$ cat config.mk
export PLATFORM = sky130hd
export DESIGN_NAME = keyword_tag_scanner
export DESIGN_NICKNAME = d
export VERILOG_FILES = /design/src/hw/rtl/kts_pkg.sv /design/src/hw/rtl/kts_in_reg.sv /design/src/hw/rtl/kts_scanner.sv /design/src/hw/rtl/kts_out_reg.sv /design/src/hw/rtl/keyword_tag_scanner.sv
export SDC_FILE = /design/constraint.sdc
export NUM_CORES = 1
export LEC_CHECK = 0
export BUFFER_PORTS_ARGS = -buffer_cell sky130_fd_sc_hd__buf_2
export CORE_MARGIN = 2
export CORE_UTILIZATION = 40
export CTS_CLUSTER_SIZE = 28
export DETAILED_ROUTE_END_ITERATION = 7
export GPL_TIMING_DRIVEN = 0
export PLACE_DENSITY = 0.54
export SLEW_MARGIN = 20
export SYNTH_ARGS = -nofsm -noshare
export SYNTH_HDL_FRONTEND = slang
export SYNTH_SLANG_ARGS = --single-unit
$ cat constraint.sdc
create_clock -name clk -period 9 [get_ports clk]
set_input_delay 1.8 -clock clk [delete_from_list [all_inputs] [get_ports clk]]
set_output_delay 1.8 -clock clk [all_outputs]
set_load 0.005 [all_outputs]
$ cat src/hw/rtl/kts_pkg.sv
// shared types, keyword table and byte classes for the keyword tag scanner
package kts_pkg;

	localparam int HEAD_DEPTH       = 9;
	localparam int HEAD_W           = HEAD_DEPTH * 8;
	localparam int CNT_W            = $clog2(HEAD_DEPTH + 2);
	localparam int NUM_KEYWORDS     = 15;
	localparam int NUM_KINDS        = 10;
	localparam int KIND_W           = 4;
	localparam int OFFSET_W         = 32;
	localparam int NAME_LEN_W       = 16;
	localparam int KEYWORD_RUN_LIMIT_DEF = 128;
	localparam int LENGTH_BITS_DEF  = 16;

	localparam logic [KIND_W-1:0] KIND_METHOD    = 4'd2;
	localparam logic [KIND_W-1:0] KIND_SUBMETHOD = 4'd7;
	localparam logic [KIND_W-1:0] KIND_NONE      = 4'd15;

	localparam logic [7:0] CH_TAB   = 8'd9;
	localparam logic [7:0] CH_LF    = 8'd10;
	localparam logic [7:0] CH_CR    = 8'd13;
	localparam logic [7:0] CH_SPACE = 8'd32;
	localparam logic [7:0] CH_BANG  = 8'd33;
	localparam logic [7:0] CH_HASH  = 8'd35;
	localparam logic [7:0] CH_COMMA = 8'd44;
	localparam logic [7:0] CH_DASH  = 8'd45;
	localparam logic [7:0] CH_COLON = 8'd58;
	localparam logic [7:0] CH_SEMI  = 8'd59;
	localparam logic [7:0] CH_CARET = 8'd94;
	localparam logic [7:0] CH_UNDER = 8'd95;

	typedef logic [0:HEAD_DEPTH-1][7:0] head_t;

	typedef struct packed {
		logic [7:0] data_byte;
		logic       end_of_input;
	} item_t;

	typedef struct packed {
		logic [KIND_W-1:0]     kind;
		logic [OFFSET_W-1:0]   offset;
		logic [NAME_LEN_W-1:0] length;
	} tag_t;

	typedef struct packed {
		logic              hit;
		logic [KIND_W-1:0] kind;
	} kw_hit_t;

	// keyword text, first byte in the top byte lane
	localparam logic [HEAD_W-1:0] KW_TEXT [NUM_KEYWORDS] = '{
		{"class", 32'd0}, {"grammar", 16'd0}, {"method", 24'd0},
		{"module", 24'd0}, {"multi", 32'd0}, {"my", 56'd0},
		{"our", 48'd0}, {"package", 16'd0}, {"proto", 32'd0},
		{"role", 40'd0}, {"rule", 40'd0}, {"sub", 48'd0},
		{"submethod"}, {"unit", 40'd0}, {"token", 32'd0}
	};

	localparam logic [CNT_W-1:0] KW_SIZE [NUM_KEYWORDS] = '{
		4'd5, 4'd7, 4'd6, 4'd6, 4'd5, 4'd2, 4'd3, 4'd7,
		4'd5, 4'd4, 4'd4, 4'd3, 4'd9, 4'd4, 4'd5
	};

	localparam logic [KIND_W-1:0] KW_KIND [NUM_KEYWORDS] = '{
		4'd0, 4'd1, 4'd2, 4'd3, 4'd8, KIND_NONE, KIND_NONE, 4'd4,
		KIND_NONE, 4'd5, 4'd6, 4'd8, 4'd7, KIND_NONE, 4'd9
	};

	function automatic logic is_space(logic [7:0] b);
		return (b == CH_SPACE) || ((b >= CH_TAB) && (b <= CH_CR));
	endfunction

	function automatic logic is_delim(logic [7:0] b);
		return (b == CH_SPACE) || (b == CH_TAB) || (b == CH_LF) ||
			(b == CH_COMMA) || (b == CH_SEMI);
	endfunction

	function automatic logic is_name_char(logic [7:0] b);
		return ((b >= 8'd97) && (b <= 8'd122)) || ((b >= 8'd65) && (b <= 8'd90)) ||
			((b >= 8'd48) && (b <= 8'd57)) || (b == CH_COLON) ||
			(b == CH_DASH) || (b == CH_UNDER);
	endfunction

	function automatic kw_hit_t kw_lookup(head_t h, logic [CNT_W-1:0] cnt);
		kw_hit_t r;
		logic [HEAD_W-1:0] mask;
		r.hit  = 1'b0;
		r.kind = KIND_NONE;
		for (int i = 0; i < NUM_KEYWORDS; i++) begin
			mask = ~({HEAD_W{1'b1}} >> (8 * KW_SIZE[i]));
			if ((cnt == KW_SIZE[i]) && ((h & mask) == KW_TEXT[i])) begin
				r.hit  = 1'b1;
				r.kind = KW_KIND[i];
			end
		end
		return r;
	endfunction

endpackage

$ cat src/hw/rtl/kts_in_reg.sv
// input register stage holding one byte beat
module kts_in_reg
	import kts_pkg::*;
(
	input  logic  clk,
	input  logic  arst_n,
	input  logic  in_valid,
	output logic  in_ready,
	input  item_t item,
	input  logic  consume,
	output logic  valid_s1,
	output item_t item_s1
);

	assign in_ready = !valid_s1 || consume;

	always_ff @(posedge clk or negedge arst_n) begin
		if (!arst_n) begin
			valid_s1 <= 1'b0;
		end else if (in_ready) begin
			valid_s1 <= in_valid;
		end
	end

	always_ff @(posedge clk) begin
		if (in_ready && in_valid) begin
			item_s1 <= item;
		end
	end

endmodule

$ cat src/hw/rtl/kts_scanner.sv
// word splitting, keyword matching and name trimming state for one byte a cycle while adv is high
module kts_scanner
	import kts_pkg::*;
#(
	parameter int KEYWORD_RUN_LIMIT = KEYWORD_RUN_LIMIT_DEF,
	parameter int LENGTH_BITS       = LENGTH_BITS_DEF
) (
	input  logic                 clk,
	input  logic                 arst_n,
	input  logic                 adv,
	input  item_t                item,
	input  logic [NUM_KINDS-1:0] kind_enable,
	output logic                 emit,
	output tag_t                 tag
);

	localparam int RUN_W = $clog2(KEYWORD_RUN_LIMIT + 1);
	localparam logic [RUN_W-1:0] RUN_LIMIT = RUN_W'(KEYWORD_RUN_LIMIT);
	localparam logic [CNT_W-1:0] CNT_MAX = CNT_W'(HEAD_DEPTH + 1);
	localparam logic [CNT_W-1:0] HEAD_LAST = CNT_W'(HEAD_DEPTH);
	localparam logic [LENGTH_BITS-1:0] LEN_MAX = {LENGTH_BITS{1'b1}};
	localparam logic [LENGTH_BITS-1:0] LEN_CLIP = LENGTH_BITS'(17'h0FFFF);

	typedef enum logic [1:0] {
		MODE_BETWEEN,
		MODE_WORD,
		MODE_DROP
	} mode_t;

	mode_t                  mode_q, mode_d;
	head_t                  head_q, head_d;
	logic [CNT_W-1:0]       cnt_q, cnt_d;
	logic [KIND_W-1:0]      lastkw_q, lastkw_d;
	logic [RUN_W-1:0]       run_q, run_d;
	logic [OFFSET_W-1:0]    offset_q, offset_d;
	logic [OFFSET_W-1:0]    start_q, start_d;
	logic [LENGTH_BITS-1:0] len_q, len_d;
	logic                   open_q, open_d;
	logic [LENGTH_BITS-1:0] colon_q, colon_d;
	logic [7:0]             b;
	logic                   name_char;
	logic                   close;
	logic                   emit_c;
	kw_hit_t                kw;
	logic [15:0]            kind_en_ext;

	function automatic logic [LENGTH_BITS-1:0] sat_inc(logic [LENGTH_BITS-1:0] x,
			logic [LENGTH_BITS-1:0] y);
		logic [LENGTH_BITS:0] s;
		s = {1'b0, x} + {1'b0, y} + (LENGTH_BITS+1)'(1);
		return (s > {1'b0, LEN_MAX}) ? LEN_MAX : s[LENGTH_BITS-1:0];
	endfunction

	assign b = item.data_byte;
	assign name_char = is_name_char(b);
	assign kind_en_ext = 16'(kind_enable);

	always_comb begin
		mode_d   = mode_q;
		head_d   = head_q;
		cnt_d    = cnt_q;
		lastkw_d = lastkw_q;
		run_d    = run_q;
		offset_d = offset_q + OFFSET_W'(1);
		start_d  = start_q;
		len_d    = len_q;
		open_d   = open_q;
		colon_d  = colon_q;
		close    = 1'b0;
		emit_c   = 1'b0;

		unique case (mode_q)
			MODE_DROP: begin
				if (b == CH_LF) mode_d = MODE_BETWEEN;
			end
			MODE_WORD: begin
				if (is_delim(b)) begin
					close  = 1'b1;
					mode_d = ((b == CH_COMMA) || (b == CH_SEMI)) ? MODE_DROP : MODE_BETWEEN;
				end else begin
					if (cnt_q < HEAD_LAST) head_d[cnt_q] = b;
					if (cnt_q < CNT_MAX) cnt_d = cnt_q + CNT_W'(1);
					if (open_q) begin
						if (!name_char) begin
							open_d = 1'b0;
						end else if (b == CH_COLON) begin
							colon_d = sat_inc(colon_q, '0);
						end else begin
							len_d   = sat_inc(len_q, colon_q);
							colon_d = '0;
						end
					end
				end
			end
			default: begin
				if (is_space(b)) begin
					mode_d = MODE_BETWEEN;
				end else if ((b == CH_HASH) || (b == CH_COMMA) || (b == CH_SEMI)) begin
					mode_d = MODE_DROP;
				end else begin
					mode_d    = MODE_WORD;
					head_d[0] = b;
					cnt_d     = CNT_W'(1);
					open_d    = 1'b1;
					len_d     = '0;
					colon_d   = '0;
					if (((lastkw_q == KIND_METHOD) || (lastkw_q == KIND_SUBMETHOD)) &&
							((b == CH_BANG) || (b == CH_CARET))) begin
						start_d = offset_q + OFFSET_W'(1);
					end else begin
						start_d = offset_q;
						if (!name_char) begin
							open_d = 1'b0;
						end else if (b == CH_COLON) begin
							colon_d = LENGTH_BITS'(1);
						end else begin
							len_d = LENGTH_BITS'(1);
						end
					end
				end
			end
		endcase

		// last beat closes an open word as if a space followed
		if (item.end_of_input && (mode_d == MODE_WORD)) close = 1'b1;

		kw = kw_lookup(head_d, cnt_d);
		if (close) begin
			if (kw.hit) begin
				if (run_q < RUN_LIMIT) begin
					lastkw_d = kw.kind;
					run_d    = run_q + RUN_W'(1);
				end else begin
					run_d = '0;
				end
			end else if (run_q != '0) begin
				emit_c = (lastkw_q < KIND_W'(NUM_KINDS)) && kind_en_ext[lastkw_q] &&
					(len_d != '0);
				run_d  = '0;
			end
		end

		tag.kind   = lastkw_q;
		tag.offset = start_d;
		tag.length = (len_d > LEN_CLIP) ? 16'hFFFF : NAME_LEN_W'(len_d);

		if (item.end_of_input) begin
			mode_d   = MODE_BETWEEN;
			cnt_d    = '0;
			lastkw_d = '0;
			run_d    = '0;
			offset_d = '0;
			start_d  = '0;
			len_d    = '0;
			open_d   = 1'b0;
			colon_d  = '0;
		end
	end

	assign emit = emit_c;

	always_ff @(posedge clk or negedge arst_n) begin
		if (!arst_n) begin
			mode_q   <= MODE_BETWEEN;
			cnt_q    <= '0;
			lastkw_q <= '0;
			run_q    <= '0;
			offset_q <= '0;
			start_q  <= '0;
			len_q    <= '0;
			open_q   <= 1'b0;
			colon_q  <= '0;
		end else if (adv) begin
			mode_q   <= mode_d;
			cnt_q    <= cnt_d;
			lastkw_q <= lastkw_d;
			run_q    <= run_d;
			offset_q <= offset_d;
			start_q  <= start_d;
			len_q    <= len_d;
			open_q   <= open_d;
			colon_q  <= colon_d;
		end
	end

	always_ff @(posedge clk) begin
		if (adv) begin
			head_q <= head_d;
		end
	end

endmodule

$ cat src/hw/rtl/kts_out_reg.sv
// result register holding one tag beat
module kts_out_reg
	import kts_pkg::*;
(
	input  logic  clk,
	input  logic  arst_n,
	input  logic  load,
	input  tag_t  tag_in,
	output logic  out_free,
	output logic  out_valid,
	input  logic  out_ready,
	output tag_t  tag_q
);

	assign out_free = !out_valid || out_ready;

	always_ff @(posedge clk or negedge arst_n) begin
		if (!arst_n) begin
			out_valid <= 1'b0;
		end else if (load) begin
			out_valid <= 1'b1;
		end else if (out_ready) begin
			out_valid <= 1'b0;
		end
	end

	always_ff @(posedge clk) begin
		if (load) begin
			tag_q <= tag_in;
		end
	end

endmodule

$ cat src/hw/rtl/keyword_tag_scanner.sv
// top level of the keyword tag scanner
//
//   channel  signals                                   direction
//   in       in_valid in_ready data_byte end_of_input  byte beats in
//   out      out_valid out_ready tag_kind name_offset  tag beats out
//            name_length
//   cfg      cfg_valid cfg_ready kind_enable           enable register write
//
// one byte beat per cycle while the result register is free; the tag of the beat in
// the input register, if any, is loaded into the result register as that beat is taken
// the scan state updates only on adv, once per byte, which sets the one-cycle rate
// a full result register that is not taken holds the input register
// reset clears the scan state but the head bytes; kind_enable resets to all kinds enabled
module keyword_tag_scanner
	import kts_pkg::*;
#(
	parameter int KEYWORD_RUN_LIMIT = KEYWORD_RUN_LIMIT_DEF,
	parameter int LENGTH_BITS       = LENGTH_BITS_DEF
) (
	input  logic                  clk,
	input  logic                  arst_n,
	input  logic                  in_valid,
	output logic                  in_ready,
	input  logic [7:0]            data_byte,
	input  logic                  end_of_input,
	output logic                  out_valid,
	input  logic                  out_ready,
	output logic [KIND_W-1:0]     tag_kind,
	output logic [OFFSET_W-1:0]   name_offset,
	output logic [NAME_LEN_W-1:0] name_length,
	input  logic                  cfg_valid,
	output logic                  cfg_ready,
	input  logic [NUM_KINDS-1:0]  kind_enable
);

	logic [NUM_KINDS-1:0] kind_enable_q;
	item_t                item;
	item_t                item_s1;
	logic                 valid_s1;
	logic                 out_free;
	logic                 adv;
	logic                 emit;
	tag_t                 tag_c;
	tag_t                 tag_q;

	assign cfg_ready = 1'b1;

	always_ff @(posedge clk or negedge arst_n) begin
		if (!arst_n) begin
			kind_enable_q <= {NUM_KINDS{1'b1}};
		end else if (cfg_valid && cfg_ready) begin
			kind_enable_q <= kind_enable;
		end
	end

	assign item.data_byte    = data_byte;
	assign item.end_of_input = end_of_input;
	assign adv = valid_s1 && out_free;

	kts_in_reg u_in_reg (
		.clk      (clk),
		.arst_n   (arst_n),
		.in_valid (in_valid),
		.in_ready (in_ready),
		.item     (item),
		.consume  (adv),
		.valid_s1 (valid_s1),
		.item_s1  (item_s1)
	);

	kts_scanner #(
		.KEYWORD_RUN_LIMIT (KEYWORD_RUN_LIMIT),
		.LENGTH_BITS       (LENGTH_BITS)
	) u_scanner (
		.clk         (clk),
		.arst_n      (arst_n),
		.adv         (adv),
		.item        (item_s1),
		.kind_enable (kind_enable_q),
		.emit        (emit),
		.tag         (tag_c)
	);

	kts_out_reg u_out_reg (
		.clk       (clk),
		.arst_n    (arst_n),
		.load      (adv && emit),
		.tag_in    (tag_c),
		.out_free  (out_free),
		.out_valid (out_valid),
		.out_ready (out_ready),
		.tag_q     (tag_q)
	);

	assign tag_kind    = tag_q.kind;
	assign name_offset = tag_q.offset;
	assign name_length = tag_q.length;

endmodule
==> impl_metrics.yaml, run 1 <==
outcome:
  outcome: "completed"
floorplanning:
  die_y_um: 202
  core_um2: 38700
  initial_core_util_pct: 40.5
  die_w_um: 202
  dieArea_um2: 40900
  placementRows: 72
  io_pins: 79
layout:
  regArea_um2: 7180
  final_util_pct: 46.2
  multiInputGateArea_um2: 7890
  fillers: 3789
  layout-drive-gt1-share_pct: 14.8
  syn_to_final_growth_pct: 14.0
  diodes: 0
  fin_nets: 1793
  final_cells: 2283
pwr:
  irDropWorstVdd_mv: 0.152
  clockPowerShare_pct: 43.1
  powerDensity_nw_per_um2: 170
  p_seq_share_pct: 44.2
  switching_share_pct: 27.0
  combPwrFrac_pct: 12.6
  p_leak_nw: 7.07
  p_sw_mw: 0.821
  p_int_mw: 2.21
grt:
  met1_usage_pct: 33.1
  track_usage_pct: 23.5
  first_global_vias: 12980
  busiest_layer: "met2"
  grt_util_met2_pct: 38.2
  use_met3_pct: 2.55
  grt_pass1_wl_um: 76100
  grt_overflow_total: 0
  grt_antenna_before_repair: 0
  grt_max_degree: 81
synth:
  yosysMostFrequentCell: "nand2_1"
  syn_nets: 1679
  synth_top_cell_area_share_pct: 25.4
  ys_types: 106
  syn_avg_cell_area_um2: 9.66
  synthTopCellsByCount: "216 x nand2_1, 163 x o21ai_0, 133 x edfxtp_1"
  synthArstFlopShare_pct: 48.8
  synthCells: 1626
  synth-edff-count: 133
  synth.area.top_cells: "edfxtp_1 25%, dfrtp_1 19%, o21ai_0 5.2%"
  yosysSeqAreaShare_pct: 45.8
  synthesis.area_um2: 15700
  yosysWarnings: 0
  ys_dominant_reg_cell: "edfxtp_1"
  yosys.area.top_type: "edfxtp_1"
  synth-seq-cells: 260
sta:
  finalCritPeriodShare_pct: 69.1
  hold_ws_ns: 0.459
  finClkSkew_ns: 0.0128
  setup_tns_ns: 0
  final_hold_viol_count: 0
  setup_viol: 0
  rsz0062_at_grt: "no"
  drv_slew: 0
  layout_min_cycle_time_ns: 6.22
  slew_headroom_pct: 33.1
  tightest_slew_ns: 0.994
  setup_ws_ns: 2.78
  fmax_ghz: 0.161
drt:
  wl_um: 48100
  via_per_inst: 5.83
  routedWlPerCell_um: 21.1
  drt-pass1-iter-count: 5
  drt_iter0_markers: 1056
  num_vias: 13314
  drc: 0
  ant_nets: 0
placement:
  numPortBuffers: 76
  placedCellCount: 2225
  detailed_place_hpwl_um: 35100
  gpl.final_weighted_congestion: 0.932
  place_ws_ns: 2.92
clocking:
  numCtsBuffers: 31
  cts_tree: "done"
  path_clk_slew_ns: 0.06
  h-tree-depth: 1
  clock-sinks: 260
  clockRootBuffer: "clkbuf_16"
  cts_setup_buffers: 0
  cts_buffer_depth: 3
  clkLatencyLatePin_ns: 0.59
  post_cts_resized: 0
  cts-hold-fix-buffers: 0
flow_run:
  drv_cap: 0
worst_setup_path:
  crit_path_max_incr_delay_ns: 0.87
  crit_arrival_ns: 6.50
  crit_top_cell: "buf_6"
  worstPathMaxFanout: 15
  cp_slowest_cell: "a311oi_4"
  end_kind: "flop"
  worstPathCellList: "inv_1, ha_1, clkbuf_1, nand2_1, a2111oi_0, nand3_4, mux2i_1, nor3_1, o2111ai_1, nor4_1, o21ba_2, a2111oi_2, nand3_1, a311oi_4, buf_6, buf_6"
  regToRegStartpoint: "u_scanner.mode_q[1]$_DFFE_PN0P_"
  crit_start: "u_scanner.mode_q[1]$_DFFE_PN0P_"
  required_ns: 9.29
  path_class: "reg2reg"
  worstSetupStartpointType: "flop"
hold_path:
  hold_path_class: "reg2reg"
  hold_path.startpoint: "u_scanner.lastkw_q[0]$_DFFE_PN0P_"
==> power groups by stage <==
stage	logic (mW)	clock network [mW]	registers (mW)
final	0.384	1.31	1.34
after global routing	0.420	1.39	1.35
after CTS	0.381	1.34	1.34
after detailed placement	0.379	0	1.36
after global placement	0.375	0	1.36
after floorplan	0.242	0	1.35
==> metrics by stage <==
stage                     power, mW  area, µm²
final                          3.03      17900
after global placement         1.74      16700
after CTS                      3.06      17900
after global routing           3.16      17900
after floorplan                1.59      15700
after detailed placement       1.74      16800
==> registers in the layout, summed over array words and instances, names as in the netlist <==
register / cells
u_scanner.mode_q: 2
u_scanner.colon_q: 16
u_in_reg.item_s1: 9
u_scanner.offset_q: 32
u_scanner.head_q: 72
u_scanner.start_q: 32
u_out_reg.tag_q: 52
u_scanner.len_q: 16
u_scanner.open_q: 1
u_scanner.lastkw_q: 4
u_out_reg.out_valid: 1
u_scanner.run_q: 8
kind_enable_q: 10
u_scanner.cnt_q: 4
u_in_reg.valid_s1: 1
==> metal layers <==
metal	part of all wire (%)	wire length, µm
met1	46	22200
met2	47	22400
met3	4.2	2040
met4	3.0	1430
met5	0	0
==> area by class of cell <==
| class | count | area share, % |
|---|---|---|
| Multi-Input combinational cell | 1212 | 44.1 |
| Sequential cell | 260 | 40.1 |
| Clock buffer | 42 | 4.68 |
| Tap cell | 518 | 3.62 |
| Timing Repair Buffer | 81 | 2.64 |
| Buffer | 101 | 2.53 |
| Clock inverter | 16 | 1.18 |
| Inverter | 53 | 1.11 |
==> worst paths after layout <==
check | endpoint | slack, ns | cells past startpoint
setup / recovery | u_out_reg.tag_q[50]$_DFFE_PP_ | 2.78 | 16
hold / removal | u_out_reg.tag_q[48]$_DFFE_PP_ | 0.46 | 0
setup reg to reg | u_out_reg.tag_q[50]$_DFFE_PP_ | 2.78 | 16
hold reg to reg | u_out_reg.tag_q[48]$_DFFE_PP_ | 0.46 | 0
max in group asynchronous | kind_enable_q[3]$_DFFE_PN1P_ | 7.03 | 2
min in group asynchronous | u_scanner.colon_q[2]$_DFFE_PN0P_ | 1.11 | 1
==> critical path: cells and delay by family, from the launching register on <==
kind                       cells  cell delay [ns]
DFF                            1             0.44
muxes                          1             0.59
and+or+nand+nor                5             1.15
AOI/OAI and AO/OA              5             2.67
adders and majority gates      1             0.14
buffers and inverters          4             0.90
==> cells by family (layout without fill, tap and decap cells) <==
family	after synthesis	in the layout	share of synthesized area, %
AND/OR/NAND/NOR	617	617	20.3
buffers and inverters	154	293	4.13
other	1	1	0.0239
adder cells (fa/ha/maj)	29	29	2.36
AO/OA/AOI/OAI	425	425	18.2
flip-flops	260	260	45.8
multiplexers	93	93	6.61
XOR/XNOR	47	47	2.62
==> cells in the final DEF (no fill, tap or decap), types with 10 or more instances in the layout <==
cell	instances
nand2_1	216
o21ai_0	163
edfxtp_1	133
dfrtp_1	117
nor2_1	105
clkbuf_1	85
buf_2	83
nand3_1	63
mux2_2	61
inv_1	51
a22o_1	46
a21oi_1	43
nor3_1	32
clkbuf_16	32
and3_1	28
nand4_1	28
ha_1	28
mux2i_1	25
xor2_1	25
xnor2_1	22
nor4_1	20
o31ai_1	20
a31oi_1	18
nand2b_1	15
nand3b_1	14
o211ai_1	14
or4_1	13
a21o_1	12
dfstp_2	10
Power figures use the tool's default switching activity.
==> inputs of run 2 (changes only) <==
--- a/config.mk
+++ b/config.mk
@@ -11,7 +11,7 @@
 export CTS_CLUSTER_SIZE = 28
 export DETAILED_ROUTE_END_ITERATION = 7
 export GPL_TIMING_DRIVEN = 0
-export PLACE_DENSITY = 0.54
+export PLACE_DENSITY = 0.56
 export SLEW_MARGIN = 20
 export SYNTH_ARGS = -nofsm -noshare
 export SYNTH_HDL_FRONTEND = slang
==> constraint.sdc (replaced) <==
create_clock -name clk -period 5.55 [get_ports clk]
set_input_delay 1.11 -clock clk [delete_from_list [all_inputs] [get_ports clk]]
set_output_delay 1.11 -clock clk [all_outputs]
set_load 0.005 [all_outputs]
==> impl_metrics.yaml, run 2 (synthesized netlist as in run 1, its figures left out) <==
layout:
  multiInputGateArea_um2: 7930
  final_cells: 2286
  diodes: 0
  syn_to_final_growth_pct: 14.8
  fillers: 3760
  regArea_um2: 7180
  mostFrequentLayoutCells: "216 x nand2_1, 162 x o21ai_0, 133 x edfxtp_1"
  largest_register_ffs: 72
  final_util_pct: 46.6
  top_regs: "u_scanner.head_q (72), u_out_reg.tag_q (52)"
  regMostFlops: "u_scanner.head_q"
  layout-drive-gt1-share_pct: 15.9
  mostFrequentLayoutCell: "nand2_1"
  fin_nets: 1796
worst_setup_path:
  worstPathCellList: "inv_1, ha_1, nand2_1, a2111oi_1, nand3_2, buf_2, nand2_1, o21ai_0, and3_1, nand4_1, o21ai_0, a2111oi_4, nand3_2, a311oi_4, buf_6, buf_6, buf_6"
  cp_slowest_cell: "a2111oi_4"
  worstSetupStartpointType: "flop"
  crit_path_max_incr_delay_ns: 0.62
  worstPathMaxFanout: 16
  required_ns: 5.83
  path_buf_inv: 5
  cp_top_family: "compound AO/OA/AOI/OAI gates"
  crit_top_cell: "buf_6"
  crit_arrival_ns: 5.59
  r2r_slack_ns: 0.24
  end_kind: "flop"
  path_class: "reg2reg"
sta:
  drv_slew: 0
  setup_viol: 0
  finalCritPeriodShare_pct: 95.6
  rsz0062_at_grt: "no"
  finClkSkew_ns: 0.0173
  layout_min_cycle_time_ns: 5.31
  hold_ws_ns: 0.416
  slew_headroom_pct: 26.6
  tightest_slew_ns: 1.09
  setup_ws_ns: 0.242
  final_hold_viol_count: 0
  fmax_ghz: 0.188
pwr:
  clockPowerShare_pct: 44.0
  p_leak_nw: 7.14
  irDropWorstVdd_mv: 0.237
  p_seq_share_pct: 43.5
  switching_share_pct: 27.3
  powerDensity_nw_per_um2: 277
  p_sw_mw: 1.36
  p_int_mw: 3.63
  combPwrFrac_pct: 12.4
  fin_total_pwr_mw: 5.00
placement:
  detailed_place_hpwl_um: 34500
  gpl.final_weighted_congestion: 0.965
  place_ws_ns: -0.286
  numPortBuffers: 76
  placedCellCount: 2226
clocking:
  clkLatencyLatePin_ns: 0.59
  cts_buffer_depth: 3
  cts-hold-fix-buffers: 0
  path_clk_slew_ns: 0.07
  clock-sinks: 260
  clockRootBuffer: "clkbuf_16"
  cts_tree: "done"
  h-tree-depth: 1
  numCtsBuffers: 31
drt:
  routedWlPerCell_um: 20.7
  drt-pass1-iter-count: 7
  wl_um: 47400
  drc: 0
  via_per_inst: 5.82
  drt_iter0_markers: 1045
  num_vias: 13309
  ant_nets: 0
floorplanning:
  io_pins: 79
  placementRows: 72
  die_y_um: 202
  die_w_um: 202
  core_um2: 38700
  dieArea_um2: 40900
  initial_core_util_pct: 40.5
grt:
  grt_pass1_wl_um: 74900
  grt_max_degree: 82
  grt_overflow_total: 0
  first_global_vias: 12969
  track_usage_pct: 23.1
  grt_antenna_before_repair: 0
flow_run:
  drv_cap: 0
hold_path:
  hold_path_class: "in2async"
outcome:
  outcome: "completed"
==> run 2: cell types whose count changed in the layout (fill, tap and decap cells not counted), moves of 2 or more <==
cell       change
clkbuf_8       +2
a2111oi_0      -2
clkinv_4       +3
clkbuf_2       +3
clkbuf_1       -7
buf_4          +3
clkinv_1       -4
==> run 2: repair_timing <==
| action | 4_1_cts | 5_1_grt |
|---|---|---|
| setup endpoints to repair | 38 | 63 |
| resized for setup | 6 | 10 |
| buffers inserted | 0 | 3 |
| pin swaps | 0 | 1 |
==> run 2: worst paths after layout <==
path,start,endpoint,cells past startpoint
min in group clk,u_scanner.lastkw_q[0]$_DFFE_PN0P_,u_out_reg.tag_q[48]$_DFFE_PP_,0
setup reg to reg,u_scanner.mode_q[1]$_DFFE_PN0P_,u_out_reg.tag_q[20]$_DFFE_PP_,17
max in group asynchronous,arst_n,kind_enable_q[2]$_DFFE_PN1P_,2
setup / recovery,u_scanner.mode_q[1]$_DFFE_PN0P_,u_out_reg.tag_q[20]$_DFFE_PP_,17
hold reg to reg,u_scanner.lastkw_q[0]$_DFFE_PN0P_,u_out_reg.tag_q[48]$_DFFE_PP_,0
hold / removal,arst_n,u_scanner.colon_q[1]$_DFFE_PN0P_,1
==> run 2: worst reg2reg max path, stage by stage (launching register included) <==
cell and delay (ns):
dfrtp_1 0.44, inv_1 0.10, ha_1 0.38, nand2_1 0.15, a2111oi_1 0.44, nand3_2 0.23
buf_2 0.25, nand2_1 0.07, o21ai_0 0.32, and3_1 0.34, nand4_1 0.16, o21ai_0 0.22
a2111oi_4 0.62, nand3_2 0.29, a311oi_4 0.38, buf_6 0.23, buf_6 0.20, buf_6 0.20
==> run 2: area by class of cell <==
class	instances	area share (%)
plain buffers	100	2.51
multi-input cells	1212	44.0
repair buffers	85	2.80
clock inverters	18	1.44
inverters	53	1.11
well taps	518	3.59
flip-flops and latches	260	39.8
clock buffers	40	4.72
==> run 2: through the flow <==
stage               setup TNS [ns]  instance area (µm²)
finish                           0                18000
global route                     0                18000
CTS                              0                18000
detailed placement           -6.65                16900
global placement           -103.31                16700
floorplan                        0                15700
==> run 2: per-layer routing <==
layer,track usage [%],share of wire [%]
met3,2.87,5.1
met5,0,0
met2,37.0,45
met4,8.08,3.4
met1,32.4,46
==> run 2: power by group through the flow <==
stage	Clock (mW)	Combinational, mW	Sequential [mW]
final	2.20	0.622	2.18
after global routing	2.32	0.679	2.19
after CTS	2.25	0.615	2.17
after detailed placement	0	0.611	2.21
after global placement	0	0.603	2.21
after floorplan	0	0.394	2.19
==> inputs of run 3 (changes only) <==
--- a/config.mk
+++ b/config.mk
@@ -15,4 +15,5 @@
 export SLEW_MARGIN = 20
 export SYNTH_ARGS = -nofsm -noshare
 export SYNTH_HDL_FRONTEND = slang
+export SYNTH_HIERARCHICAL = 1
 export SYNTH_SLANG_ARGS = --single-unit
==> impl_metrics.yaml, run 3 <==
clocking:
  clkLatencyLatePin_ns: 0.58
  cts_buffer_depth: 3
  cts-hold-fix-buffers: 0
  cts_tree: "done"
  clockRootBuffer: "clkbuf_16"
  numCtsBuffers: 30
  clock-sinks: 260
  path_clk_slew_ns: 0.06
  h-tree-depth: 1
floorplanning:
  die_y_um: 202
  core_um2: 38600
  initial_core_util_pct: 40.5
  io_pins: 79
  placementRows: 72
  dieArea_um2: 40700
  die_w_um: 202
outcome:
  outcome: "completed"
worst_setup_path:
  worstSetupStartpointType: "flop"
  worstPathMaxFanout: 13
  crit_arrival_ns: 5.81
  end_kind: "flop"
  cp_top_family: "simple AND/OR/NAND/NOR gates"
  path_class: "reg2reg"
  crit_path_max_incr_delay_ns: 0.53
  worstPathCellList: "buf_2, or4b_4, or3_1, buf_2, a32oi_4, buf_6, nor2_1, clkbuf_1, nor4bb_1, o21ai_0, nor4_1, a22oi_1, o2111ai_2, nor2_4, o311a_2, and3_2, nand2b_2"
  crit_top_cell: "buf_2"
  required_ns: 6.01
  cp_slowest_cell: "or4b_4"
  path_buf_inv: 4
pwr:
  combPwrFrac_pct: 17.9
  p_sw_mw: 1.60
  p_int_mw: 3.73
  powerDensity_nw_per_um2: 297
  p_leak_nw: 6.79
  p_seq_share_pct: 44.1
  clockPowerShare_pct: 38.0
  irDropWorstVdd_mv: 0.231
  switching_share_pct: 30.0
grt:
  grt_max_degree: 80
  grt_overflow_total: 0
  grt_pass1_wl_um: 77700
  first_global_vias: 13058
  track_usage_pct: 24.2
  grt_antenna_before_repair: 2
placement:
  place_ws_ns: -0.833
  gpl.final_weighted_congestion: 1.02
  numPortBuffers: 76
  detailed_place_hpwl_um: 36200
  placedCellCount: 2230
synth:
  synthTopCellsByCount: "208 x nand2_1, 133 x edfxtp_1, 124 x o21ai_0"
  yosysMostFrequentCell: "nand2_1"
  synth.area.top_cells: "edfxtp_1 26%, dfrtp_1 19%, nand2_1 5.0%"
  syn_nets: 1687
  synthArstFlopShare_pct: 48.8
  synth_top_cell_area_share_pct: 25.5
  synthCells: 1634
  synth-seq-cells: 260
  yosysWarnings: 6
  yosys.area.top_type: "edfxtp_1"
  ys_types: 104
  syn_avg_cell_area_um2: 9.57
  yosysSeqAreaShare_pct: 45.9
  synthesis.area_um2: 15600
  ys_dominant_reg_cell: "edfxtp_1"
  synth-edff-count: 133
flow_run:
  drv_cap: 0
drt:
  ant_nets: 0
  via_per_inst: 5.97
  drt_iter0_markers: 1344
  drc: 0
  routedWlPerCell_um: 22.0
  wl_um: 50400
  num_vias: 13673
  drt-pass1-iter-count: 6
sta:
  final_hold_viol_count: 0
  finalCritPeriodShare_pct: 96.4
  finClkSkew_ns: 0.0216
  drv_slew: 0
  fmax_ghz: 0.187
  slew_headroom_pct: 30.1
  setup_ws_ns: 0.200
  tightest_slew_ns: 1.05
  setup_viol: 0
  layout_min_cycle_time_ns: 5.35
  rsz0062_at_grt: "yes"
layout:
  top_regs: "u_scanner/head_q (72), u_out_reg/tag_q (52)"
  regMostFlops: "u_scanner/head_q"
  mostFrequentLayoutCell: "nand2_1"
  fin_nets: 1802
  largest_register_ffs: 72
  layout-drive-gt1-share_pct: 13.8
  final_cells: 2291
  mostFrequentLayoutCells: "208 x nand2_1, 133 x edfxtp_1, 124 x o21ai_0"
  syn_to_final_growth_pct: 14.5
hold_path:
  hold_path_class: "reg2reg"
==> run 3: routing by layer <==
metal	track usage, %	wire (µm)	vias up
met5	0	0	-
met4	8.80	1910	0
met3	3.08	3010	107
met2	37.2	22200	534
met1	35.1	23300	6656
li1	-	-	6376
==> run 3: cell families after synthesis <==
kind of cell               after synthesis  synth area share [%]
adders and majority gates               29                  2.37
DFF                                    260                  45.9
AOI/OAI and AO/OA                      450                  20.1
and+or+nand+nor                        631                  20.3
xor gates and xnor gates                51                  2.86
muxes                                   61                  4.64
other                                    1                0.0240
buffers and inverters                  151                  3.82
==> run 3: worst paths after layout <==
check,startpoint,to,slack (ns),depth (start not counted)
worst max-delay path,u_in_reg/item_s1[6]$_DFFE_PP_,u_out_reg/out_valid$_DFFE_PN0P_,0.20,17
worst min-delay path,u_scanner/lastkw_q[0]$_DFFE_PN0P_,u_out_reg/tag_q[48]$_DFFE_PP_,0.45,0
worst max register to register,u_in_reg/item_s1[6]$_DFFE_PP_,u_out_reg/out_valid$_DFFE_PN0P_,0.20,17
worst min register to register,u_scanner/lastkw_q[0]$_DFFE_PN0P_,u_out_reg/tag_q[48]$_DFFE_PP_,0.45,0
max in group asynchronous,arst_n,kind_enable_q[2]$_DFFE_PN1P_,4.30,2
min in group asynchronous,arst_n,u_scanner/colon_q[13]$_DFFE_PN0P_,0.46,1
==> run 3: power groups by stage <==
stage                     Clock [mW]  Sequential [mW]  Combinational (mW)
after floorplan                    0             2.35               0.598
after detailed placement           0             2.38               0.929
after global placement             0             2.38               0.912
after global routing            2.15             2.37                1.04
after CTS                       2.07             2.34               0.936
final                           2.02             2.35               0.955
==> run 3: per-stage QoR <==
step / util (%) / hold WS [ns] / total power [mW] / setup TNS [ns] / cell area [µm²]
after floorplan: - / 0.423 / 2.94 / 0 / 15600
after global placement: 43.1 / 0.441 / 3.29 / -133.74 / 16700
after detailed placement: 43.4 / 0.439 / 3.30 / -40.91 / 16800
after CTS: 46.1 / 0.453 / 5.35 / 0 / 17800
after global routing: 46.3 / 0.474 / 5.56 / -0.376 / 17900
final: 46.3 / 0.448 / 5.33 / 0 / 17900
==> run 3: repair_timing <==
action                     CTS  global route
cloned                       1             2
pin swaps                    1             3
setup buffers                0             3
setup endpoints to repair   58            67
gates resized for setup     11            13
hold endpoints to repair     0             0
==> run 3: cell type report <==
type	count	area, µm²
fill	3652	20700
buffer	96	397
inverter	54	206
clock inverter	15	156
timing repair buffer	81	468
tap	518	648
clock buffer	40	850
antenna	1	2.50
sequential	260	7180
multi-input combinational	1226	7990
